===== src/hdl/rdf_pkg.sv =====
package rdf_pkg;

  // Default width of the value field.
  localparam int unsigned VALUE_WIDTH_DEF = 32;

  // Digit store and digit counter sizes.
  localparam int unsigned STORE_DEPTH = 32;
  localparam int unsigned COUNT_W     = 6;
  localparam int unsigned DIGIT_W     = 5;

  // Radix register.
  localparam int unsigned RADIX_W         = 5;
  localparam logic [RADIX_W-1:0] RADIX_MIN   = 5'd2;
  localparam logic [RADIX_W-1:0] RADIX_MAX   = 5'd20;
  localparam logic [RADIX_W-1:0] RADIX_RESET = 5'd10;

  // Character encoding.
  localparam int unsigned CHAR_W = 7;
  localparam logic [CHAR_W-1:0] CHAR_ZERO  = 7'h30;
  localparam logic [CHAR_W-1:0] CHAR_UPPER = 7'h41;
  localparam logic [DIGIT_W-1:0] DEC_DIGITS = 5'd10;

  // Sequencer states.
  typedef enum logic [1:0] {
    S_IDLE,
    S_DIV,
    S_EMIT
  } rdf_state_e;

  // Requests from the sequencer to the divider.
  typedef struct packed {
    logic start;
    logic load;
  } rdf_div_ctrl_t;

  // Divider status back to the sequencer.
  typedef struct packed {
    logic done;
    logic nz;
  } rdf_div_stat_t;

  // Clamp the radix register into the supported range.
  function automatic logic [RADIX_W-1:0] clamp_radix(input logic [RADIX_W-1:0] r);
    logic [RADIX_W-1:0] res;
    if (r < RADIX_MIN) begin
      res = RADIX_MIN;
    end else if (r > RADIX_MAX) begin
      res = RADIX_MAX;
    end else begin
      res = r;
    end
    return res;
  endfunction

  // Map a digit value to its ASCII character.
  function automatic logic [CHAR_W-1:0] digit_to_char(input logic [DIGIT_W-1:0] d);
    logic [CHAR_W-1:0] res;
    if (d < DEC_DIGITS) begin
      res = CHAR_ZERO + CHAR_W'(d);
    end else begin
      res = CHAR_UPPER + CHAR_W'(d - DEC_DIGITS);
    end
    return res;
  endfunction

endpackage


===== src/hdl/rdf_div_serial.sv =====
module rdf_div_serial #(
  parameter int unsigned VALUE_WIDTH = rdf_pkg::VALUE_WIDTH_DEF
) (
  input  logic                       clk_i,
  input  logic                       rst_ni,
  input  rdf_pkg::rdf_div_ctrl_t     ctrl_i,
  input  logic [VALUE_WIDTH-1:0]     value_i,
  input  logic [rdf_pkg::RADIX_W-1:0] base_i,
  output rdf_pkg::rdf_div_stat_t     stat_o,
  output logic [rdf_pkg::DIGIT_W-1:0] digit_o
);
  import rdf_pkg::*;

  localparam int unsigned CW = $clog2(VALUE_WIDTH);

  logic [VALUE_WIDTH-1:0] val_q;
  logic [DIGIT_W-1:0]     rem_q, rem_next;
  logic [CW-1:0]          cnt_q;
  logic                   active_q, done_q, nz_q;
  logic [DIGIT_W:0]       trial;
  logic                   ge;

  // One restoring division step: bring in the next dividend bit.
  always_comb begin
    trial = {rem_q, val_q[VALUE_WIDTH-1]};
    ge    = (trial >= {1'b0, base_i});
    if (ge) begin
      rem_next = DIGIT_W'(trial - {1'b0, base_i});
    end else begin
      rem_next = DIGIT_W'(trial);
    end
  end

  // Step counter and completion flags.
  always_ff @(posedge clk_i or negedge rst_ni) begin
    if (!rst_ni) begin
      active_q <= 1'b0;
      done_q   <= 1'b0;
      nz_q     <= 1'b0;
      cnt_q    <= '0;
    end else if (ctrl_i.start) begin
      active_q <= 1'b1;
      done_q   <= 1'b0;
      nz_q     <= 1'b0;
      cnt_q    <= CW'(VALUE_WIDTH - 1);
    end else if (active_q) begin
      cnt_q <= cnt_q - 1'b1;
      nz_q  <= nz_q | ge;
      if (cnt_q == '0) begin
        active_q <= 1'b0;
        done_q   <= 1'b1;
      end
    end else begin
      done_q <= 1'b0;
    end
  end

  // Dividend shifts out at the top while quotient bits shift in below.
  always_ff @(posedge clk_i) begin
    if (ctrl_i.start) begin
      rem_q <= '0;
      if (ctrl_i.load) begin
        val_q <= value_i;
      end
    end else if (active_q) begin
      val_q <= {val_q[VALUE_WIDTH-2:0], ge};
      rem_q <= rem_next;
    end
  end

  assign stat_o.done = done_q;
  assign stat_o.nz   = nz_q;
  assign digit_o     = rem_q;

endmodule


===== src/hdl/radix_digit_formatter_unit.sv =====
// Radix digit formatter.
// Converts an unsigned value into its digit characters in a base from two to
// twenty, most significant first, with last_o on the final character.
// Input beat: value_i on in_valid_i/in_ready_o. Output beats: digit_char_o
// and last_o on out_valid_o/out_ready_i, one beat per digit. A value of zero
// is accepted and produces no beats.
// Configuration: cfg_radix_i on cfg_valid_i/cfg_ready_o; cfg_ready_o is
// always high. Radix values outside two to twenty are clamped. The radix is
// sampled when a value is accepted.
// Timing: digits are found by a bit-serial restoring divider, least
// significant first, and all of them are found before the first character
// appears; then one character per cycle follows while the receiver is ready.
// At most 32 digits are kept.
// A new value is accepted once the last character sits in the output
// register, even if it has not been taken yet.
// A stalled receiver holds the output register and the digit stack.
// Reset clears the sequencer, the output valid and sets the radix to ten.
module radix_digit_formatter_unit #(
  parameter int unsigned VALUE_WIDTH = rdf_pkg::VALUE_WIDTH_DEF
) (
  input  logic                        clk_i,
  input  logic                        rst_ni,
  input  logic                        cfg_valid_i,
  output logic                        cfg_ready_o,
  input  logic [rdf_pkg::RADIX_W-1:0] cfg_radix_i,
  input  logic                        in_valid_i,
  output logic                        in_ready_o,
  input  logic [VALUE_WIDTH-1:0]      value_i,
  output logic                        out_valid_o,
  input  logic                        out_ready_i,
  output logic [rdf_pkg::CHAR_W-1:0]  digit_char_o,
  output logic                        last_o
);
  import rdf_pkg::*;

  rdf_state_e          state_q, state_d;
  logic [RADIX_W-1:0]  radix_q;
  logic [RADIX_W-1:0]  base_q;
  logic [COUNT_W-1:0]  count_q;
  logic [DIGIT_W-1:0]  stack_q [STORE_DEPTH];
  logic                out_valid_q;
  logic [CHAR_W-1:0]   char_q;
  logic                last_q;

  rdf_div_ctrl_t       div_ctrl;
  rdf_div_stat_t       div_stat;
  logic [DIGIT_W-1:0]  div_digit;

  logic in_acc, nonzero, more, push, pop, take_zero;

  assign nonzero = (value_i != '0);
  assign more    = div_stat.nz && (count_q != COUNT_W'(STORE_DEPTH - 1));

  // Next state.
  always_comb begin
    state_d = state_q;
    case (state_q)
      S_IDLE: begin
        if (in_valid_i && nonzero) begin
          state_d = S_DIV;
        end
      end
      S_DIV: begin
        if (div_stat.done && !more) begin
          state_d = S_EMIT;
        end
      end
      S_EMIT: begin
        if ((!out_valid_q || out_ready_i) && (count_q == COUNT_W'(1))) begin
          state_d = S_IDLE;
        end
      end
      default: state_d = S_IDLE;
    endcase
  end

  // Sequencer outputs.
  always_comb begin
    in_ready_o    = 1'b0;
    push          = 1'b0;
    pop           = 1'b0;
    div_ctrl      = '0;
    case (state_q)
      S_IDLE: begin
        in_ready_o    = 1'b1;
        div_ctrl.load = in_valid_i && nonzero;
        div_ctrl.start = in_valid_i && nonzero;
      end
      S_DIV: begin
        push           = div_stat.done;
        div_ctrl.start = div_stat.done && more;
      end
      S_EMIT: begin
        pop = !out_valid_q || out_ready_i;
      end
      default: begin
        in_ready_o = 1'b0;
      end
    endcase
  end

  assign in_acc    = in_valid_i && in_ready_o;
  assign take_zero = in_acc && !nonzero;

  // Control registers.
  always_ff @(posedge clk_i or negedge rst_ni) begin
    if (!rst_ni) begin
      state_q     <= S_IDLE;
      radix_q     <= RADIX_RESET;
      count_q     <= '0;
      out_valid_q <= 1'b0;
    end else begin
      state_q <= state_d;
      if (cfg_valid_i && cfg_ready_o) begin
        radix_q <= cfg_radix_i;
      end
      if (div_ctrl.load || take_zero) begin
        count_q <= '0;
      end else if (push) begin
        count_q <= count_q + 1'b1;
      end else if (pop) begin
        count_q <= count_q - 1'b1;
      end
      if (pop) begin
        out_valid_q <= 1'b1;
      end else if (out_ready_i) begin
        out_valid_q <= 1'b0;
      end
    end
  end

  // Digit stack: push at the bottom while dividing, pop from the bottom when
  // emitting, so the most significant digit leaves first.
  always_ff @(posedge clk_i) begin
    if (div_ctrl.load) begin
      base_q <= clamp_radix(radix_q);
    end
    if (push) begin
      stack_q[0] <= div_digit;
      for (int i = 1; i < STORE_DEPTH; i++) begin
        stack_q[i] <= stack_q[i-1];
      end
    end else if (pop) begin
      for (int i = 0; i < STORE_DEPTH - 1; i++) begin
        stack_q[i] <= stack_q[i+1];
      end
    end
    if (pop) begin
      char_q <= digit_to_char(stack_q[0]);
      last_q <= (count_q == COUNT_W'(1));
    end
  end

  // Bit-serial divider.
  rdf_div_serial #(
    .VALUE_WIDTH(VALUE_WIDTH)
  ) u_div (
    .clk_i   (clk_i),
    .rst_ni  (rst_ni),
    .ctrl_i  (div_ctrl),
    .value_i (value_i),
    .base_i  (div_ctrl.load ? clamp_radix(radix_q) : base_q),
    .stat_o  (div_stat),
    .digit_o (div_digit)
  );

  assign cfg_ready_o  = 1'b1;
  assign out_valid_o  = out_valid_q;
  assign digit_char_o = char_q;
  assign last_o       = last_q;

endmodule


===== config.mk =====
export PLATFORM = sky130hd
export DESIGN_NAME = radix_digit_formatter_unit
export DESIGN_NICKNAME = d
export VERILOG_FILES = /design/src/hdl/rdf_pkg.sv /design/src/hdl/rdf_div_serial.sv /design/src/hdl/radix_digit_formatter_unit.sv
export SDC_FILE = /design/constraint.sdc
export NUM_CORES = 1
export LEC_CHECK = 0
export ABC_AREA = 1
export ABC_CLOCK_PERIOD_IN_PS = 5750
export BUFFER_PORTS_ARGS = -buffer_cell sky130_fd_sc_hd__buf_2
export CAP_MARGIN = 5
export CORE_AREA = 2 2 184 150
export DETAILED_ROUTE_END_ITERATION = 8
export DIE_AREA = 0 0 186 152
export PLACE_DENSITY = 0.54
export SETUP_SLACK_MARGIN = 0.3
export SLEW_MARGIN = 20
export SYNTH_ARGS = -nofsm -noshare
export SYNTH_HDL_FRONTEND = slang
export SYNTH_SLANG_ARGS = --single-unit

===== constraint.sdc =====
create_clock -name clk_i -period 5.75 [get_ports clk_i]
set_clock_uncertainty 0.1 [all_clocks]
set_input_delay 0.8625 -clock clk_i [delete_from_list [all_inputs] [get_ports clk_i]]
set_output_delay 0.8625 -clock clk_i [all_outputs]
set_load 0.01 [all_outputs]

**Word level (Yosys, flattened, before mapping)**

Memories as Yosys holds them, arrays and structs flattened.
Cells that the tools add are included.

- Reduce and logical (&&, ||, !) cells: 20
- Eq/ne operators: 9
- Bitwise logic cells: 32
- Mux-type cells: 68
- $lt $le $gt $ge: 4
- $add $sub $neg: 7

Operators with widths:

| kind | count |
|---|---|
| two-way mux 5 bit | 37 |
| two-way mux 32 bit | 3 |
| OR 1 bit | 32 |
| nonzero test 32 bit | 1 |
| two-way mux 1 bit | 19 |
| two-way mux 6 bit | 3 |
| != test 2 bit (second input constant) | 4 |
| adder 6 x 5 -> 7 bit (first input constant) | 1 |
| adder 7 bit (first input constant) | 1 |
| logical AND 1 bit | 7 |
| two-way mux 7 bit | 1 |
| adder 6 x 1 -> 6 bit (second input constant) | 1 |
| equality test 6 x 1 -> 1 bit (second input constant) | 1 |
| greater-or-equal comparator 6 x 5 -> 1 bit | 1 |
| two-way mux 2 bit | 3 |
| != test 6 x 5 -> 1 bit (second input constant) | 1 |
| case mux 2 bit (3 select lines) | 1 |
| subtractor 5 x 4 -> 6 bit (second input constant) | 1 |
| subtractor 6 x 1 -> 6 bit (second input constant) | 1 |
| greater-than comparator 5 bit (second input constant) | 1 |
| zero test 5 bit | 1 |
| < comparator 5 x 2 -> 1 bit (second input constant) | 1 |
| < comparator 5 x 4 -> 1 bit (second input constant) | 1 |
| subtractor 5 x 1 -> 5 bit (second input constant) | 1 |
| 12 further kinds | 16 |

- Flip-flop bits (word level): 72
- Output and inout bits: 11
- Memories kept: 1
- Bits in writable memories: 160
- Logic and storage cells: 154

Memory list:

| name | depth | bits a word | rd ports | clocked after memory_dff | write ports | line | text |
|---|---|---|---|---|---|---|---|
| stack_q | 32 | 5 | 32 | 0 | 32 | radix_digit_formatter_unit.sv:40 | `logic [DIGIT_W-1:0] stack_q [STORE_DEPTH];` |

**Logic depth before layout (Yosys ltp)**

Gate-level depths: netlist (run 1).

- Depth in word-level cells: 8
- Mapped depth: 19
- Depth with buffers taken out: 18

**Cells and area by module**

Synthesis (run 1) repeated with hierarchy kept, for this count alone.

- Cells, all modules: 1081
- Area, all modules: 10540.1 um^2

By module, submodules not included:

| module | area each (um^2) | cells each | times used |
|---|---|---|---|
| radix_digit_formatter_unit | 8345.5 | 837 | 1 |
| rdf_div_serial | 2194.6 | 244 | 1 |

**Worst setup path after synthesis (run 1)**

OpenSTA, ideal clock, no wires.

- Path kind: input-to-reg
- Start point: input port out_ready_i
- End point: register count_q[4]
- Setup time: 0.149 ns
- Stages on the path: 7
- Path slack: 0.187 ns
- Required time: 5.501 ns
- Arrival time: 5.314 ns
- Path through: inv_1 > nand2_1 > nand2_1 > nand2_1 > o21ai_0 > o21ai_0 > a21oi_1

- Longest elaborated chain between the ends: 3

RTL lines:

| what | line | text |
|---|---|---|
| from (decl) | radix_digit_formatter_unit.sv:30 | `input logic out_ready_i,` |
| logical OR 1 bit | radix_digit_formatter_unit.sv:94 | `pop = !out_valid_q \|\| out_ready_i;` |
| two-way mux 1 bit | radix_digit_formatter_unit.sv:83 | `case (state_q)` |
| nonzero test 3 bit (no line) | - |  |
| to (signal assigned) | radix_digit_formatter_unit.sv:120 | `count_q <= count_q + 1'b1;` |
| to (signal assigned) | radix_digit_formatter_unit.sv:122 | `count_q <= count_q - 1'b1;` |
| to (decl) | radix_digit_formatter_unit.sv:39 | `logic [COUNT_W-1:0] count_q;` |

Every way passes these cells.
A chain may end at the register's enable or synchronous reset.

**Worst setup path in the final report (run 1)**

- Start point: input port value_i[16]
- End point: register u_div.rem_q[2], in the netlist u_div.digit_o[2]

- Longest elaborated chain between the ends: 6
- Elaborated cells between the ends (all ways): 8
- Those cells by class: 1 x add/sub; 1 x order compare; 4 x mux; 2 x reduce/logical

RTL lines:

| what | line | text |
|---|---|---|
| from (decl) | radix_digit_formatter_unit.sv:28 | `input logic [VALUE_WIDTH-1:0] value_i,` |
| nonzero test 32 bit (*) | radix_digit_formatter_unit.sv:51 | `assign nonzero = (value_i != '0);` |
| logical AND 1 bit (*) | radix_digit_formatter_unit.sv:86 | `div_ctrl.load = in_valid_i && nonzero;` |
| two-way mux 1 bit (*) | radix_digit_formatter_unit.sv:83 |  |
| two-way mux 5 bit (*) | - |  |
| via u_div.base_i (one bit) | rdf_div_serial.sv:8 | `input logic [rdf_pkg::RADIX_W-1:0] base_i,` |
| subtractor 5 bit / greater-or-equal comparator 6 x 5 -> 1 bit (equally long branches) | rdf_div_serial.sv:28, rdf_div_serial.sv:26 |  |
| two-way mux 5 bit (*) | rdf_div_serial.sv:27 | `if (ge) begin` |
| to (signal assigned) | rdf_div_serial.sv:67 | `rem_q <= rem_next;` |
| to (decl) | rdf_div_serial.sv:17 | `logic [DIGIT_W-1:0] rem_q, rem_next;` |

Mark *: on every way through the listed nets, which the timed path passes. The rest lies on a longest branch.

==> results.toml, run 1 <==
[status]
outcome = "finished, final reports clean"

[timing]
setup_viol = 0
period_needed_ns = 3.125
slew_headroom = 0.3268
tightest_slew_ns = 1.010
timing.final.crit_share = 0.5436
rsz0062_at_grt = "no"
slew_viol_final = 0
hold_ws_ns = 0.2078
fmax_mhz = 320.0
tns_ns = 0
hold_violations = 0

[clock_tree]
root_buffer = "clkbuf_16"
cts_buffer_depth = 3
clk_latency_ns = 0.53
cts_sinks = 232
hold_buffers = 0
cts_tree = "yes"
post_cts_buffers = 0
cts_buffers = 25
h-tree-depth = 1
clkTransAtPathRegs_ns = 0.07
cts_resized = 0

[final_layout]
postLayoutCoreUtil = 0.4482
syn2layout_area_growth_pct = 14.61
antenna_cells = 0
nFillCells = 2559
layout.nets = 1169
layoutNonFillerInstCount = 1497
multi_input_area_sq_um = 3209
register_area_sq_um = 6759
final_layout_size_suffix_gt1_frac = 0.1174

[synth]
ys_ff_latch = 232
ys_seq_area_frac = 0.6476
synth_cell_types = 41
yosys_warnings = 0
syn_inst = 1074
syn_nets = 1129
syn_area_sq_um = 10440
post_synth.cell_area_avg_sq_um = 9.717

[setup_path]
critPathRequiredTime_ns = 6.07
cp_data_arrival_time_ns = 3.45
worst_setup_path_start_kind = "input pin"
cp-end-kind = "register"
critPathKind = "in -> reg"
path_max_fanout = 11

[pwr]
power_leakage_nw = 5.146
ir_worst_vdd_uv = 250.6
power_density_nw_per_um2 = 547.9
p_total_w = 0.006553

[drt]
dr.first_iter.drc_count = 482
vias = 6935
dr.pass1.iters = 4
routed_wl_mm = 19.05
final_antenna_net_count = 0
vias_per_cell = 4.633
drc = 0
detail_route.wl_per_cell_microns = 12.73

[placement]
dp_hpwl_mm = 11.51
dp_cells = 1451
place.gp.congestion = 0.7984
portBuffers = 51

[global_route]
first_global_vias = 6533
grt_max_degree = 104
gr-total-overflow = 0
grt_pass1_wl_mm = 32.13
antenna_found_initial = 1
grtUsageTotal = 0.1367

[min_path]
hold_path_class = "in -> async"

[floorplanning]
die_h_microns = 152
fp.coreArea_sq_um = 26690
die_x_microns = 186
dieArea_sq_um = 28270
num_rows = 54
start_util = 0.3910
num_io_pins = 53

[run]
maxCapViolCount = 0
cell type report:
class | count | share of cell area
flip-flops and latches | 232 | 0.5651
multi-input cells | 720 | 0.2683
clock buffers | 28 | 0.05492
well taps | 364 | 0.03808
repair buffers | 57 | 0.02510
inverters | 78 | 0.02469
clock inverters | 18 | 0.02385
cell usage after synthesis:
| cell | count | share of area |
|---|---|---|
| a21oi_1 | 10 | 0.0048 |
| a21oi_2 | 1 | 0.00084 |
| a22oi_1 | 1 | 0.00072 |
| a31oi_1 | 3 | 0.0018 |
| buf_1 | 7 | 0.0025 |
| buf_2 | 5 | 0.0024 |
| buf_4 | 4 | 0.0029 |
| buf_6 | 1 | 0.0011 |
| clkbuf_1 | 27 | 0.0097 |
| clkinv_1 | 2 | 0.00072 |
| conb_1 | 1 | 0.00036 |
| dfrtp_1 | 20 | 0.048 |
| dfstp_2 | 2 | 0.0050 |
| dfxtp_1 | 10 | 0.019 |
| edfxtp_1 | 200 | 0.58 |
| fa_1 | 1 | 0.0019 |
| ha_1 | 12 | 0.014 |
| inv_1 | 74 | 0.027 |
| inv_2 | 1 | 0.00036 |
| inv_4 | 1 | 0.00060 |
| mux2_2 | 4 | 0.0043 |
| nand2_1 | 512 | 0.18 |
| nand2_2 | 2 | 0.0012 |
| nand2_4 | 3 | 0.0032 |
| nand2_8 | 2 | 0.0038 |
| nand3_1 | 15 | 0.0072 |
| nand3_2 | 2 | 0.0019 |
| nand3_4 | 1 | 0.0017 |
| nand4_1 | 2 | 0.0012 |
| nor2_1 | 38 | 0.014 |
| nor2_2 | 4 | 0.0024 |
| nor3_1 | 8 | 0.0038 |
| nor4_1 | 1 | 0.00060 |
| o21ai_0 | 78 | 0.037 |
| o21ai_2 | 1 | 0.00084 |
| o21bai_1 | 1 | 0.00072 |
| o22ai_1 | 3 | 0.0018 |
| o31ai_1 | 3 | 0.0022 |
| or2_2 | 3 | 0.0018 |
| xnor2_1 | 4 | 0.0034 |
| xor2_1 | 4 | 0.0034 |
layout by cell type, fill, tap and decap left out, types with 6 or more instances in the layout:
cell type / count
buf_4: 6
buf_2: 51
dfrtp_1: 20
nand3_1: 15
clkinv_2: 7
nand2_1: 509
edfxtp_1: 200
bufinv_16: 7
inv_1: 73
a21oi_1: 10
ha_1: 12
dfxtp_1: 10
nor3_1: 8
clkbuf_16: 25
o21ai_0: 78
nor2_1: 38
power breakdown:
part	switching, W	leakage, nW	internal [W]
Sequential	0.000231	2.20	0.00269
Combinational	0.00124	2.48	0.000562
Clock	0.000686	0.466	0.00114
per-stage QoR:
step | area, sq um | setup WS, ns
after detailed placement | 11020 | 2.038
after global routing | 11960 | 2.248
after CTS | 11960 | 2.580
after global placement | 11020 | 2.093
after floorplan | 10440 | 1.851
final | 11960 | 2.625
cells by family (layout without fill, tap and decap cells):
| family | after synthesis | after routing | synth area share |
|---|---|---|---|
| AND/OR/NAND/NOR | 593 | 593 | 0.2267 |
| flip-flops | 232 | 232 | 0.6476 |
| buffers and inverters | 122 | 181 | 0.04688 |
| AO/OA/AOI/OAI | 101 | 101 | 0.05107 |
| adder cells (fa/ha/maj) | 13 | 13 | 0.01630 |
| XOR/XNOR | 8 | 8 | 0.006713 |
| multiplexers | 4 | 4 | 0.004316 |
| other | 1 | 1 | 0.0003593 |
per-layer routing:
layer	share of wire	global-route usage	vias up
li1	-	-	3579
met1	0.53	0.2203	3194
met2	0.40	0.1882	124
met3	0.048	0.02493	36
met4	0.020	0.03225	2
met5	0.00037	0	-
worst max-delay path: stages:
cell	delay, ns
buf_2	0.10
nor2_1	0.10
nand2_1	0.08
nor2_1	0.13
nand2_1	0.08
o21ai_2	0.49
o21ai_0	0.24
ha_1	0.25
fa_1	0.40
o21bai_1	0.16
nand2_1	0.10
nand2_4	0.10
nand2_8	0.08
nand2_8	0.09
nand2_1	0.05
nand3_1	0.07
nand2_1	0.05
sequential cells by signal, summed over array words and instances, names as in the netlist:
signal	cells
base_q	5
count_q	6
digit_char_o	7
last_o	1
out_valid_o	1
radix_q	5
stack_q	160
state_q	2
u_div.active_q	1
u_div.cnt_q	5
u_div.digit_o	5
u_div.done_q	1
u_div.nz_q	1
u_div.val_q	32
worst paths after layout:
kind | slack (ns) | start | depth (start not counted) | end
worst max-delay path | 2.62 | value_i[16] | 17 | u_div.digit_o[2]
worst min-delay path | 0.21 | rst_ni | 1 | radix_q[2]
worst max register to register | 2.69 | state_q[1] | 8 | u_div.val_q[0]
worst min register to register | 0.35 | stack_q[30][4] | 0 | stack_q[31][4]
max in group asynchronous | 4.98 | rst_ni | 1 | count_q[5]
min in group clk_i | 0.35 | stack_q[30][4] | 0 | stack_q[31][4]
Power figures use the tool's default switching activity.
==> inputs of run 2 (changes only) <==
- ABC_CLOCK_PERIOD_IN_PS: 5750 -> 2700
- PLACE_DENSITY: 0.54 -> 0.56
- clock period: 5.75 -> 2.7 ns (I/O delays scaled with it)
==> results.toml, run 2 (synthesized netlist as in run 1, its figures left out) <==
[final_layout]
largest_reg_flops = 160
final_layout_size_suffix_gt1_frac = 0.1435
stdcell_area_sq_um = 12280
syn2layout_area_growth_pct = 17.66
antenna_cells = 0
most-common-layout-cells = "nand2_1, edfxtp_1, o21ai_0"
top_register = "stack_q"
layout.nets = 1199
final_common_cell = "nand2_1"

[clock_tree]
cts_buffers = 26
clkTransAtPathRegs_ns = 0.06
root_buffer = "clkbuf_16"
cts_tree = "yes"
clk_latency_ns = 0.53
cts_sinks = 232
h-tree-depth = 1
cts_buffer_depth = 3

[setup_path]
critPathRequiredTime_ns = 3.02
path_max_fanout = 8
critPathKind = "reg -> reg"
cp-end-kind = "register"
worst_setup_path_start_kind = "register"
cp_data_arrival_time_ns = 2.63

[pwr]
p_total_w = 0.01385
power_leakage_nw = 5.251
ir_worst_vdd_uv = 604.8
power_density_nw_per_um2 = 1128

[global_route]
grt_pass1_wl_mm = 33.42
grtUsageTotal = 0.1418
grt_max_degree = 63
first_global_vias = 6937
gr-total-overflow = 0
antenna_found_initial = 0

[timing]
layout_setup_ws_ns = 0.3905
setup_viol = 0
hold_ws_ns = 0.04099
timing.final.crit_share = 0.8554
tightest_slew_ns = 0.6012
rsz0062_at_grt = "yes"
tns_ns = 0
fmax_mhz = 433.0
slew_headroom = 0.5992
hold_violations = 0
slew_viol_final = 0
period_needed_ns = 2.309

[floorplanning]
num_rows = 54
start_util = 0.3910
num_io_pins = 53
die_x_microns = 186
dieArea_sq_um = 28270
fp.coreArea_sq_um = 26690
die_h_microns = 152

[drt]
vias = 7133
dr.first_iter.drc_count = 569
detail_route.wl_per_cell_microns = 12.82
dr.pass1.iters = 5
vias_per_cell = 4.668
routed_wl_mm = 19.59
drc = 0
final_antenna_net_count = 0

[placement]
portBuffers = 51
dpl-instance-area_sq_um = 11310
place.gp.congestion = 0.8062
place_ws_ns = -0.1220
dp_hpwl_mm = 12.26

[run]
maxCapViolCount = 0

[min_path]
hold_path_class = "in -> reg"

[status]
outcome = "finished, final reports clean"
-- run 2: cell count changes in the layout (fill, tap and decap cells not counted), sizes merged --
cell,before,now
buf,57,79
bufinv,7,1
clkbuf,28,42
clkinv,10,6
clkinvlp,1,0
dlygate4sd3,0,6
inv,78,77
nand2,519,520
-- run 2: timing repair --
item | 4_1_cts | 5_1_grt
pin swaps | 7 | 10
hold endpoints to repair | 25 | 0
hold buffers | 6 | 0
cloned | 0 | 1
setup buffers | 3 | 0
resized for setup | 5 | 9
setup endpoints to repair | 7 | 8
-- run 2: final cells by class --
type,count,area (sq um)
Fill cell,2605,14410
Sequential cell,232,6759
Multi-Input combinational cell,721,3344
Clock buffer,42,750.7
Timing Repair Buffer,85,600.6
Tap cell,364,455.4
Inverter,78,300.3
Clock inverter,6,68.82
-- run 2: metal layers --
metal | global-route usage | vias up | wire length (microns)
met2 | 0.2131 | 129 | 8382
met1 | 0.2149 | 3337 | 10160
met3 | 0.02565 | 31 | 734
met5 | 0 | - | 0
li1 | - | 3636 | -
met4 | 0.02925 | 0 | 313
-- run 2: stage by stage --
stage,std cells,utilization
floorplan,1074,-
global placement,1470,0.4236
detailed placement,1470,0.4236
CTS,1527,0.4584
global route,1528,0.4601
finish,1528,0.4601
-- run 2: power breakdown --
part / internal [W] / switching (W)
Combinational: 0.00151 / 0.00273
Sequential: 0.00572 / 0.000527
Clock: 0.00200 / 0.00138
-- run 2: path summary, 6_finish.rpt --
path,start,end,slack [ns],depth (start not counted)
worst max-delay path,state_q[0],u_div.digit_o[3],0.39,16
worst min-delay path,cfg_valid_i,radix_q[3],0.04,2
worst max register to register,state_q[0],u_div.digit_o[3],0.39,16
worst min register to register,stack_q[30][0],stack_q[31][0],0.34,0
max in group asynchronous,rst_ni,count_q[2],1.82,2
min in group asynchronous,rst_ni,radix_q[2],0.29,2
-- run 2: critical path, stage by stage, from the launching register on --
cell and delay [ns]:
dfrtp_1 0.40, nor2_4 0.15, nand2_4 0.07, clkinv_4 0.07, o21ai_4 0.08, nand2_1 0.08, o21ai_2 0.06, ha_2 0.19
fa_2 0.35, o21bai_1 0.15, nand2_1 0.10, nand2_4 0.11, nand2_8 0.08, nand2_8 0.07, nand2_1 0.05, nand3_1 0.06
nand2_1 0.05
